<file path="src/sv/wbps_pkg.sv">
// Shared types and constants for the wildcard byte pattern scanner.
// No dependencies; used by the channel interfaces and the top level.
package wbps_pkg;

  localparam int CFG_DATA_W    = 64;
  localparam int CFG_IDX_W     = 3;
  localparam int PATTERN_WORDS = 4;
  localparam int WORD_W        = 64;
  localparam int MASK_W        = 32;
  localparam int LENGTH_W      = 6;
  localparam int ADDR_W        = 64;
  localparam int BYTE_W        = 8;

  typedef enum logic [CFG_IDX_W-1:0] {
    REG_PATTERN_WORD_0,
    REG_PATTERN_WORD_1,
    REG_PATTERN_WORD_2,
    REG_PATTERN_WORD_3,
    REG_WILDCARD_MASK,
    REG_PATTERN_LENGTH,
    REG_MODULE_BASE
  } cfg_reg_t;

endpackage

</file>
<file path="src/sv/wbps_if.sv">
// Valid/ready channel interfaces for the scanner: image bytes in, results out.
// Depends on wbps_pkg for field widths.
interface wbps_in_if;
  logic                       valid;
  logic                       ready;
  logic [wbps_pkg::BYTE_W-1:0] data_byte;
  logic                       first_byte;
  logic                       last_byte;

  modport source (output valid, data_byte, first_byte, last_byte, input ready);
  modport sink   (input valid, data_byte, first_byte, last_byte, output ready);
endinterface

interface wbps_out_if;
  logic                       valid;
  logic                       ready;
  logic                       found;
  logic [wbps_pkg::ADDR_W-1:0] match_address;

  modport source (output valid, found, match_address, input ready);
  modport sink   (input valid, found, match_address, output ready);
endinterface

</file>
<file path="src/sv/wildcard_byte_pattern_scanner.sv">
// Top level of the wildcard byte pattern scanner.
// Depends on wbps_pkg and the channel interfaces in wbps_if.sv.
//
// Takes one image byte per cycle and reports the first match of a pattern of up
// to MAX_PATTERN_BYTES bytes with per-byte wildcards, as module_base plus the
// start offset, or found=0 on the last byte when nothing matched. A byte is
// accepted every cycle as long as the result side keeps up; the shift-and
// prefix vector and byte counter update in the cycle a byte is accepted. A
// result passes through two registers on its way to the output: the first
// holds the hit and offset, the second holds the final address
// (base add). The output stage holds while its result is not taken; the first
// stage holds only while it carries a result behind it, and input ready drops
// only when both are full. Configuration must be written while no transaction
// is in flight.
module wildcard_byte_pattern_scanner #(
  parameter int MAX_PATTERN_BYTES = 32,
  parameter int OFFSET_BITS       = 32
) (
  input  logic                              clk,
  input  logic                              rst_n,
  input  logic                              cfg_we,
  input  logic [wbps_pkg::CFG_IDX_W-1:0]    cfg_index,
  input  logic [wbps_pkg::CFG_DATA_W-1:0]   cfg_data,
  wbps_in_if.sink                           in_ch,
  wbps_out_if.source                        out_ch
);

  localparam int HIT_IDX_W = (MAX_PATTERN_BYTES > 1) ? $clog2(MAX_PATTERN_BYTES) : 1;
  localparam int LEN_W     = wbps_pkg::LENGTH_W;

  // configuration
  logic [wbps_pkg::WORD_W-1:0]   pattern_word_r [wbps_pkg::PATTERN_WORDS];
  logic [wbps_pkg::MASK_W-1:0]   wildcard_mask_r;
  logic [LEN_W-1:0]              pattern_length_r;
  logic [wbps_pkg::ADDR_W-1:0]   module_base_r;

  // scan state
  logic [MAX_PATTERN_BYTES-1:0]  prefix_hits_r;
  logic [OFFSET_BITS-1:0]        byte_count_r;
  logic                          match_reported_r;

  // pipeline
  logic                          s1_valid_r;
  logic                          s1_found_r;
  logic [OFFSET_BITS-1:0]        s1_offset_r;
  logic                          out_valid_r;
  logic                          out_found_r;
  logic [wbps_pkg::ADDR_W-1:0]   out_addr_r;

  logic [wbps_pkg::PATTERN_WORDS*wbps_pkg::WORD_W-1:0] pat_flat;
  logic [MAX_PATTERN_BYTES-1:0]  eq;
  logic [MAX_PATTERN_BYTES-1:0]  prefix_base;
  logic [MAX_PATTERN_BYTES-1:0]  prefix_nxt;
  logic [OFFSET_BITS-1:0]        count_base;
  logic [OFFSET_BITS-1:0]        count_nxt;
  logic                          reported_base;
  logic                          reported_nxt;
  logic [LEN_W-1:0]              len_eff;
  logic [HIT_IDX_W-1:0]          hit_idx;
  logic [OFFSET_BITS-1:0]        len_ext;
  logic [OFFSET_BITS-1:0]        offset;
  logic                          hit;
  logic                          emit;
  logic                          accept;
  logic                          s2_ready;
  logic                          s1_ready;

  assign s2_ready     = !out_valid_r || out_ch.ready;
  assign s1_ready     = !s1_valid_r || s2_ready;
  assign in_ch.ready  = s1_ready;
  assign accept       = in_ch.valid && s1_ready;

  assign out_ch.valid         = out_valid_r;
  assign out_ch.found         = out_found_r;
  assign out_ch.match_address = out_addr_r;

  assign pat_flat = {pattern_word_r[3], pattern_word_r[2], pattern_word_r[1], pattern_word_r[0]};

  always_comb begin
    for (int i = 0; i < MAX_PATTERN_BYTES; i++) begin
      eq[i] = wildcard_mask_r[i] ||
              (pat_flat[wbps_pkg::BYTE_W*i +: wbps_pkg::BYTE_W] == in_ch.data_byte);
    end
  end

  // first_byte restarts the image before this byte is taken in
  always_comb begin
    prefix_base   = in_ch.first_byte ? '0 : prefix_hits_r;
    count_base    = in_ch.first_byte ? '0 : byte_count_r;
    reported_base = in_ch.first_byte ? 1'b0 : match_reported_r;

    prefix_nxt = {prefix_base[MAX_PATTERN_BYTES-2:0], 1'b1} & eq;
    count_nxt  = (count_base == {OFFSET_BITS{1'b1}}) ? count_base :
                 count_base + OFFSET_BITS'(1);

    len_eff = (pattern_length_r > LEN_W'(MAX_PATTERN_BYTES)) ?
              LEN_W'(MAX_PATTERN_BYTES) : pattern_length_r;
    hit_idx = HIT_IDX_W'(len_eff - LEN_W'(1));
    hit     = (len_eff != '0) && (module_base_r != '0) && prefix_nxt[hit_idx];
    emit    = !reported_base && (hit || in_ch.last_byte);

    len_ext = OFFSET_BITS'(len_eff);
    offset  = (count_nxt >= len_ext) ? count_nxt - len_ext : '0;

    reported_nxt = reported_base || emit;
  end

  always_ff @(posedge clk) begin
    if (!rst_n) begin
      for (int w = 0; w < wbps_pkg::PATTERN_WORDS; w++) begin
        pattern_word_r[w] <= '0;
      end
      wildcard_mask_r  <= '0;
      pattern_length_r <= '0;
      module_base_r    <= '0;
    end else if (cfg_we) begin
      case (wbps_pkg::cfg_reg_t'(cfg_index))
        wbps_pkg::REG_PATTERN_WORD_0: pattern_word_r[0] <= cfg_data;
        wbps_pkg::REG_PATTERN_WORD_1: pattern_word_r[1] <= cfg_data;
        wbps_pkg::REG_PATTERN_WORD_2: pattern_word_r[2] <= cfg_data;
        wbps_pkg::REG_PATTERN_WORD_3: pattern_word_r[3] <= cfg_data;
        wbps_pkg::REG_WILDCARD_MASK:  wildcard_mask_r  <= cfg_data[wbps_pkg::MASK_W-1:0];
        wbps_pkg::REG_PATTERN_LENGTH: pattern_length_r <= cfg_data[LEN_W-1:0];
        wbps_pkg::REG_MODULE_BASE:    module_base_r    <= cfg_data;
        default: ;
      endcase
    end
  end

  always_ff @(posedge clk) begin
    if (!rst_n) begin
      prefix_hits_r    <= '0;
      byte_count_r     <= '0;
      match_reported_r <= 1'b0;
      s1_valid_r       <= 1'b0;
      out_valid_r      <= 1'b0;
    end else begin
      if (accept) begin
        prefix_hits_r    <= prefix_nxt;
        byte_count_r     <= count_nxt;
        match_reported_r <= reported_nxt;
      end
      if (s1_ready) begin
        s1_valid_r <= accept && emit;
      end
      if (s2_ready) begin
        out_valid_r <= s1_valid_r;
      end
    end
  end

  // payload, no reset
  always_ff @(posedge clk) begin
    if (s1_ready) begin
      s1_found_r  <= hit;
      s1_offset_r <= offset;
    end
    if (s2_ready) begin
      out_found_r <= s1_found_r;
      out_addr_r  <= s1_found_r ?
                     module_base_r + wbps_pkg::ADDR_W'(s1_offset_r) : '0;
    end
  end

endmodule

</file>
<file path="src/flat_wrapper.sv">
// flat-port wrapper written by rule: the top's interface ports become plain ports
module wildcard_byte_pattern_scanner_flat 
#(
  parameter int MAX_PATTERN_BYTES = 32,
  parameter int OFFSET_BITS       = 32
)
  (clk, rst_n, cfg_we, cfg_index, cfg_data, in_ch_valid, in_ch_data_byte, in_ch_first_byte, in_ch_last_byte, in_ch_ready, out_ch_valid, out_ch_found, out_ch_match_address, out_ch_ready);
  wbps_in_if in_ch_i ();
  wbps_out_if out_ch_i ();
  input  logic clk;
  input  logic rst_n;
  input  logic cfg_we;
  input  logic [wbps_pkg::CFG_IDX_W-1:0] cfg_index;
  input  logic [wbps_pkg::CFG_DATA_W-1:0] cfg_data;
  input wire logic [$bits(in_ch_i.valid)-1:0] in_ch_valid;
  input wire logic [$bits(in_ch_i.data_byte)-1:0] in_ch_data_byte;
  input wire logic [$bits(in_ch_i.first_byte)-1:0] in_ch_first_byte;
  input wire logic [$bits(in_ch_i.last_byte)-1:0] in_ch_last_byte;
  output wire logic [$bits(in_ch_i.ready)-1:0] in_ch_ready;
  output wire logic [$bits(out_ch_i.valid)-1:0] out_ch_valid;
  output wire logic [$bits(out_ch_i.found)-1:0] out_ch_found;
  output wire logic [$bits(out_ch_i.match_address)-1:0] out_ch_match_address;
  input wire logic [$bits(out_ch_i.ready)-1:0] out_ch_ready;
  assign in_ch_i.valid = in_ch_valid;
  assign in_ch_i.data_byte = in_ch_data_byte;
  assign in_ch_i.first_byte = in_ch_first_byte;
  assign in_ch_i.last_byte = in_ch_last_byte;
  assign in_ch_ready = in_ch_i.ready;
  assign out_ch_valid = out_ch_i.valid;
  assign out_ch_found = out_ch_i.found;
  assign out_ch_match_address = out_ch_i.match_address;
  assign out_ch_i.ready = out_ch_ready;
  wildcard_byte_pattern_scanner #(.MAX_PATTERN_BYTES(MAX_PATTERN_BYTES), .OFFSET_BITS(OFFSET_BITS)) u_core (.clk(clk), .rst_n(rst_n), .cfg_we(cfg_we), .cfg_index(cfg_index), .cfg_data(cfg_data), .in_ch(in_ch_i), .out_ch(out_ch_i));
endmodule
</file>
<file path="config.mk">
export PLATFORM = sky130hd
export DESIGN_NAME = wildcard_byte_pattern_scanner_flat
export DESIGN_NICKNAME = d
export VERILOG_FILES = /design/src/sv/wbps_pkg.sv /design/src/sv/wbps_if.sv /design/src/sv/wildcard_byte_pattern_scanner.sv /design/src/flat_wrapper.sv
export SDC_FILE = /design/constraint.sdc
export NUM_CORES = 1
export LEC_CHECK = 0
export ABC_AREA = 1
export ABC_CLOCK_PERIOD_IN_PS = 6390
export BUFFER_PORTS_ARGS = -buffer_cell sky130_fd_sc_hd__buf_2
export CORE_ASPECT_RATIO = 1.2
export CORE_UTILIZATION = 50
export CTS_CLUSTER_SIZE = 24
export DETAILED_ROUTE_END_ITERATION = 7
export GPL_TIMING_DRIVEN = 0
export PLACE_DENSITY = 0.67
export SLEW_MARGIN = 20
export SYNTH_ARGS = -nofsm -noshare
export SYNTH_HDL_FRONTEND = slang
export SYNTH_SLANG_ARGS = --single-unit
</file>
<file path="constraint.sdc">
create_clock -name clk -period 6.39 [get_ports clk]
set_input_delay 0.639 -clock clk [delete_from_list [all_inputs] [get_ports clk]]
set_output_delay 0.639 -clock clk [all_outputs]
set_load 0.03 [all_outputs]
</file>
* Yosys cells after proc, flatten, opt, wreduce, memory -nomap -nowiden
Memory sizes are Yosys's and may differ from the RTL's.
Cells that the tools add are included.
W data, S select, Z words.
** Operators by class
- $add $sub $neg :: 4
- $lt $le $gt $ge :: 3
- Equal/unequal tests :: 39
- Muxes and demuxes :: 28
- Bitwise gates (word level) :: 5
- Reduce and logical (&&, ||, !) cells :: 50
** Operators with widths (number)
- $eq A8 B8 Y1 :: 32
- $mux W64 :: 4
- $add A64 B32 Y64 :: 1
- $mux W32 :: 2
- $reduce_bool A64 Y1 :: 1
- $logic_or A1 B1 Y1 :: 36
- $add A32 B1 Y32 const B :: 1
- $and A32 B32 Y32 :: 1
- $eq A32 B32 Y1 const B :: 1
- $ge A32 B6 Y1 :: 1
- $sub A32 B6 Y32 :: 1
- $mux W31 :: 1
- $mux W1 :: 19
- $eq A3 B3 Y1 const B :: 3
- $eq A3 B2 Y1 const B :: 2
- $gt A6 B6 Y1 const B :: 1
- $lt A5 B6 Y1 const B :: 1
- $mux W6 :: 1
- $reduce_and A2 Y1 :: 3
- $reduce_bool A6 Y1 :: 1
- $bmux W1 S5 :: 1
- $logic_and A1 B1 Y1 :: 5
- $sub A5 B1 Y5 const B :: 1
- $or A1 B1 Y1 :: 4
- other kinds (3) :: 5
** Word-level totals
- Flip-flop bits (word level) :: 266
- Bits in writable memories :: 256
- Input port bits :: 82
- Output and inout port bits :: 67
- Logic and storage cells :: 142
- Memories kept :: 1
** Memories
- u_core.pattern_word_r :: words 4, bits a word 64, rd ports 4, clocked after Yosys merged registers in 0, wr ports 4, RTL line wildcard_byte_pattern_scanner.sv:32 : logic [wbps_pkg::WORD_W-1:0] pattern_word_r [wbps_pkg::PATTERN_WORDS];

* Logic depth before layout (Yosys ltp)
An unclocked memory read counts as a cell.
- Word-level depth :: 10
- Depth in mapped cells :: 33
- Mapped depth without buffers :: 29

* Least setup slack after synthesis
Ideal clock, no wire load.
- Path type :: in2reg
- Start :: input in_ch_first_byte
- End :: register u_core.s1_offset_r[15] (data pin)
- Library setup time :: 249 ps
- Data arrival time :: 4674 ps
- Data required time :: 6141 ps
- Setup slack :: 1467 ps
- Stages :: 29
- Path buffers :: 7
- Cell sequence :: buf_6 -> buf_6 -> buf_2 -> nor2_1 -> ha_1 -> nand3_2 -> inv_2 -> nand2_2 -> nor2_1 -> nand4_1 -> buf_4 -> buf_2 -> buf_1 -> xor2_1 -> inv_1 -> ha_1 -> fa_1 -> o21ai_0 -> a21oi_1 -> o21ai_0 -> nor2_1 -> inv_1 -> nor2_4 -> nand3b_4 -> nor2_4 -> nand4_4 -> buf_6 -> nand2_1 -> inv_2
** Between the ends
- Word-level cells in the longest chain between the ends :: 4
- Elaborated cells on any way between the ends :: 6
- Classes of those cells :: add/sub (2); order compare (1); eq/ne (1); mux (2)
** Ends and longest elaborated chain
- from (decl) :: RTL line flat_wrapper.sv:17 : input wire logic [$bits(in_ch_i.first_byte)-1:0] in_ch_first_byte;
- $mux W32 (*) :: RTL line wildcard_byte_pattern_scanner.sv:89 : count_base = in_ch.first_byte ? '0 : byte_count_r;
- $add A32 B1 Y32 / $eq A32 B32 Y1 (equally long branches) :: RTL line wildcard_byte_pattern_scanner.sv:94, wildcard_byte_pattern_scanner.sv:93
- $mux W32 (*) :: RTL line wildcard_byte_pattern_scanner.sv:93 : count_nxt = (count_base == {OFFSET_BITS{1'b1}}) ? count_base :
- $sub A32 B6 Y32 / $ge A32 B6 Y1 (equally long branches) :: RTL line wildcard_byte_pattern_scanner.sv:103 : offset = (count_nxt >= len_ext) ? count_nxt - len_ext : '0;
- to (signal assigned) :: RTL line wildcard_byte_pattern_scanner.sv:156 : s1_offset_r <= offset;
- to (decl) :: RTL line wildcard_byte_pattern_scanner.sv:45 : logic [OFFSET_BITS-1:0] s1_offset_r;
Mark *: on every way between the ends. The rest lies on a longest branch, timed or not.
A chain may end at the register's enable or synchronous reset.

* Worst setup path after layout
- Start :: input in_ch_first_byte
- End :: register u_core.s1_offset_r[28] (data pin)
Same word-level chain as after synthesis.

==> results.ini <==
[run_status]
status=complete, no violations

[layout]
drive_gt1_share_pct=9.20
final_nets=3545
area_delta_synth_final_pct=13.3

[global_routing]
grt_pass1_vias=22500
antenna_found_initial=11
gr-total-overflow=0
grt_pass1_wl_mm=136
grt_usage_pct=32.9
grt_max_degree=62

[worst_setup_path]
cp_data_arrival_time_ns=6.24
r2r-end=u_core.s1_offset_r[28]
crit_slowest_cell=buf_1
critPathMaxStageDelay_ns=0.35
cp_max_fo=10
end_kind=flip-flop
worstPathBufferInverterCount=9
r2r_slack_ns=0.77
cp.required_ns=6.73
path_delay_family=simple AND/OR/NAND/NOR gates
r2r_cells=26
reg2reg_from=u_core.byte_count_r[0]
crit_path_start_kind=input pin
timing.critical_path.mode_cell=nor2_1
crit_type=in -> reg

[clocking]
cts_buffer_depth=3
cts_resized=0
root_buffer=clkbuf_16
cts-buffers-inserted=54
tritoncts=done
cts.sink_count=522
postCtsSetupRepairBufs=0
holdBufCountCts=0
cts.clk_slew.worst_paths_ns=0.07
htree_num_levels=2
clock_latency_ns=0.63

[logic_synthesis]
synth.cell_area_um2=27300
synth_ff_type=edfxtp_1
syn_nets=3342
syn_avg_cell_area_um2=8.48
async_flop_share_pct=0
ys_warn_count=0
syn_inst=3218
synth_edf_count=354
synth_cell_types=46
yosysSeqAreaShare_pct=51.3
ys_ff_latch=522

[sta]
rsz0062_at_grt=false
min_period_over_period_pct=92.3
worst_slew_pin_slew_ns=1.10
hold_violations=0
relSlewSlack_pct=26.7
slew_viol_final=0
hold_ws_ns=0.329
setup_tns_ns=0
fmax_ghz=0.170
setup_viol=0
skew_ns=0.0247
layout_min_cycle_time_ns=5.90

[drt]
drtPass1Iterations=6
wl_per_cell_um=22.0
drc_errors=0
antenna_left=0
num_vias=23100
wirelength_mm=92.0
viasPerCell=5.53
drt_iter0_drc=2292

[place]
dp_hpwl_mm=69.4
numPortBuffers=141
gp_congestion=0.944

[floorplanning]
die_y_um=258
ios=149
floorplan.die_area_um2=55500
rows=93
start_util_pct=50.7
die_w_um=215
core_um2=53800

[min_path]
worstHoldPathCells=3
min_to=u_core.wildcard_mask_r[27]
hp-start=cfg_data[27]
holdCritPathClass=in -> reg

[flow_run]
maxCapViolations=0

[pwr]
powerDensity_nw_per_um2=273
ir_drop_v=0.000222
fin_total_pwr_mw=8.42
leakage_nw=12.8

## routing by layer
layer / wire length, µm / GRT usage (%) / vias to the layer above
met5: 118 / 0 / -
met4: 5620 / 18.3 / 18
met3: 6690 / 5.84 / 232
met2: 44900 / 57.1 / 924
met1: 34600 / 38.5 / 11000
li1: - / - / 11000
## worst reg2reg max path, stage by stage, from the launching register on
cell and delay, ns:
dfxtp_1 0.31, inv_1 0.07, nor2_1 0.27, ha_1 0.33, nand3_2 0.20, inv_2 0.14, nand2_2 0.07, nor2_1 0.17
nand4_1 0.17, buf_4 0.23, buf_2 0.22, buf_1 0.35, xor2_1 0.26, inv_1 0.10, ha_1 0.31, fa_1 0.27
o21ai_0 0.10, a21oi_1 0.22, o21ai_0 0.16, nor2_1 0.21, inv_1 0.11, nor2_4 0.22, nand3b_4 0.13, nor2_4 0.18
nand2_1 0.15, nor3_4 0.27, a21oi_1 0.15
## cell usage in the layout, fill, tap and decap left out, drive strengths merged, types with 16 or more instances in the layout
master,n
edfxtp,354
buf,181
clkinv,20
o21a,19
nand2,533
a21oi,252
a31oi,30
nand4,36
nor4,33
ha,40
xor2,26
o21ai,225
nor2,542
inv,392
dfxtp,168
clkbuf,170
a211oi,16
nand3,121
nor3,34
xnor2,231
## worst max-delay path by stage
stage | startpoint | endpoint | slack, ns | depth (start not counted)
2_1_floorplan | in_ch_first_byte | u_core.s1_offset_r[15] | 1.47 | 29
3_3_place_gp | in_ch_first_byte | u_core.s1_offset_r[9] | -0.09 | 29
3_5_place_dp | in_ch_first_byte | u_core.s1_offset_r[28] | -0.08 | 28
4_1_cts | in_ch_first_byte | u_core.s1_offset_r[28] | 0.55 | 28
5_1_grt | in_ch_first_byte | u_core.s1_offset_r[28] | 0.27 | 28
6_report | in_ch_first_byte | u_core.s1_offset_r[28] | 0.49 | 28
## kinds of logic after synthesis
logic type	synth area share, %
flops	51.3
xor+xnor	8.28
compound gates	10.7
simple gates	20.3
buf+inv	7.46
fa+ha+maj	1.98
## flip-flops by register name (all words and copies together), names as in the netlist, 6 cells and up
signal                       cells
u_core.pattern_word_r          256
u_core.module_base_r            64
u_core.out_ch.match_address     64
u_core.byte_count_r             32
u_core.s1_offset_r              32
u_core.wildcard_mask_r          32
u_core.prefix_hits_r            31
u_core.pattern_length_r          6
## cell usage after synthesis, types with 2 or more instances
master    count  area, µm²
clkbuf_1     98        368
o21ai_0     221       1110
inv_2        15       56.3
o21a_1       19        143
inv_1       373       1400
a211oi_1     16        120
fa_1          2       40.0
buf_6         5       56.3
a31oi_1      29        181
nor2_2        4       25.0
buf_1        11       41.3
nand2_1     529       1990
nor2_1      530       1990
buf_4         2       15.0
o21bai_1      2       15.0
nor4_1       33        206
a21oi_1     252       1260
xor2_1       25        219
o21ai_1       3       15.0
and3_1        4       25.0
nand4_1      35        219
nand3b_1      6       45.0
nand3_1     119        596
nor2_4        8       90.1
edfxtp_1    354      10600
nor3_1       32        160
a21o_1        6       45.0
nand2_2       3       18.8
clkinv_1      2       7.51
dfxtp_1     168       3360
buf_2        17       85.1
ha_1         40        500
or2_2        11       68.8
xnor2_1     231       2020
nand3_2       2       20.0
## cell type report
type,count,area [µm²]
Fill cell,4901,22800
Sequential cell,522,14000
Multi-Input combinational cell,2172,11300
Clock buffer,71,1510
Inverter,391,1470
Tap cell,712,891
Timing Repair Buffer,147,841
Buffer,133,568
Clock inverter,31,338
Antenna cell,2,5.00
## where the power goes
group | total, mW | internal, mW | switching [mW]
clock network | 3.31 | 1.91 | 1.40
registers | 3.95 | 3.84 | 0.108
logic | 1.16 | 0.373 | 0.792
## per-stage QoR
stage	setup slack [ns]	cells	cell area, µm²	util (%)
final	0.494	4181	30900	57.5
after global routing	0.272	4180	30900	57.5
after CTS	0.546	4179	30900	57.5
after detailed placement	-0.0816	4077	29100	54.1
after global placement	-0.0908	4071	28900	53.7
after floorplan	1.47	3218	27300	-
Note: power is estimated with default switching activity, not from simulation.
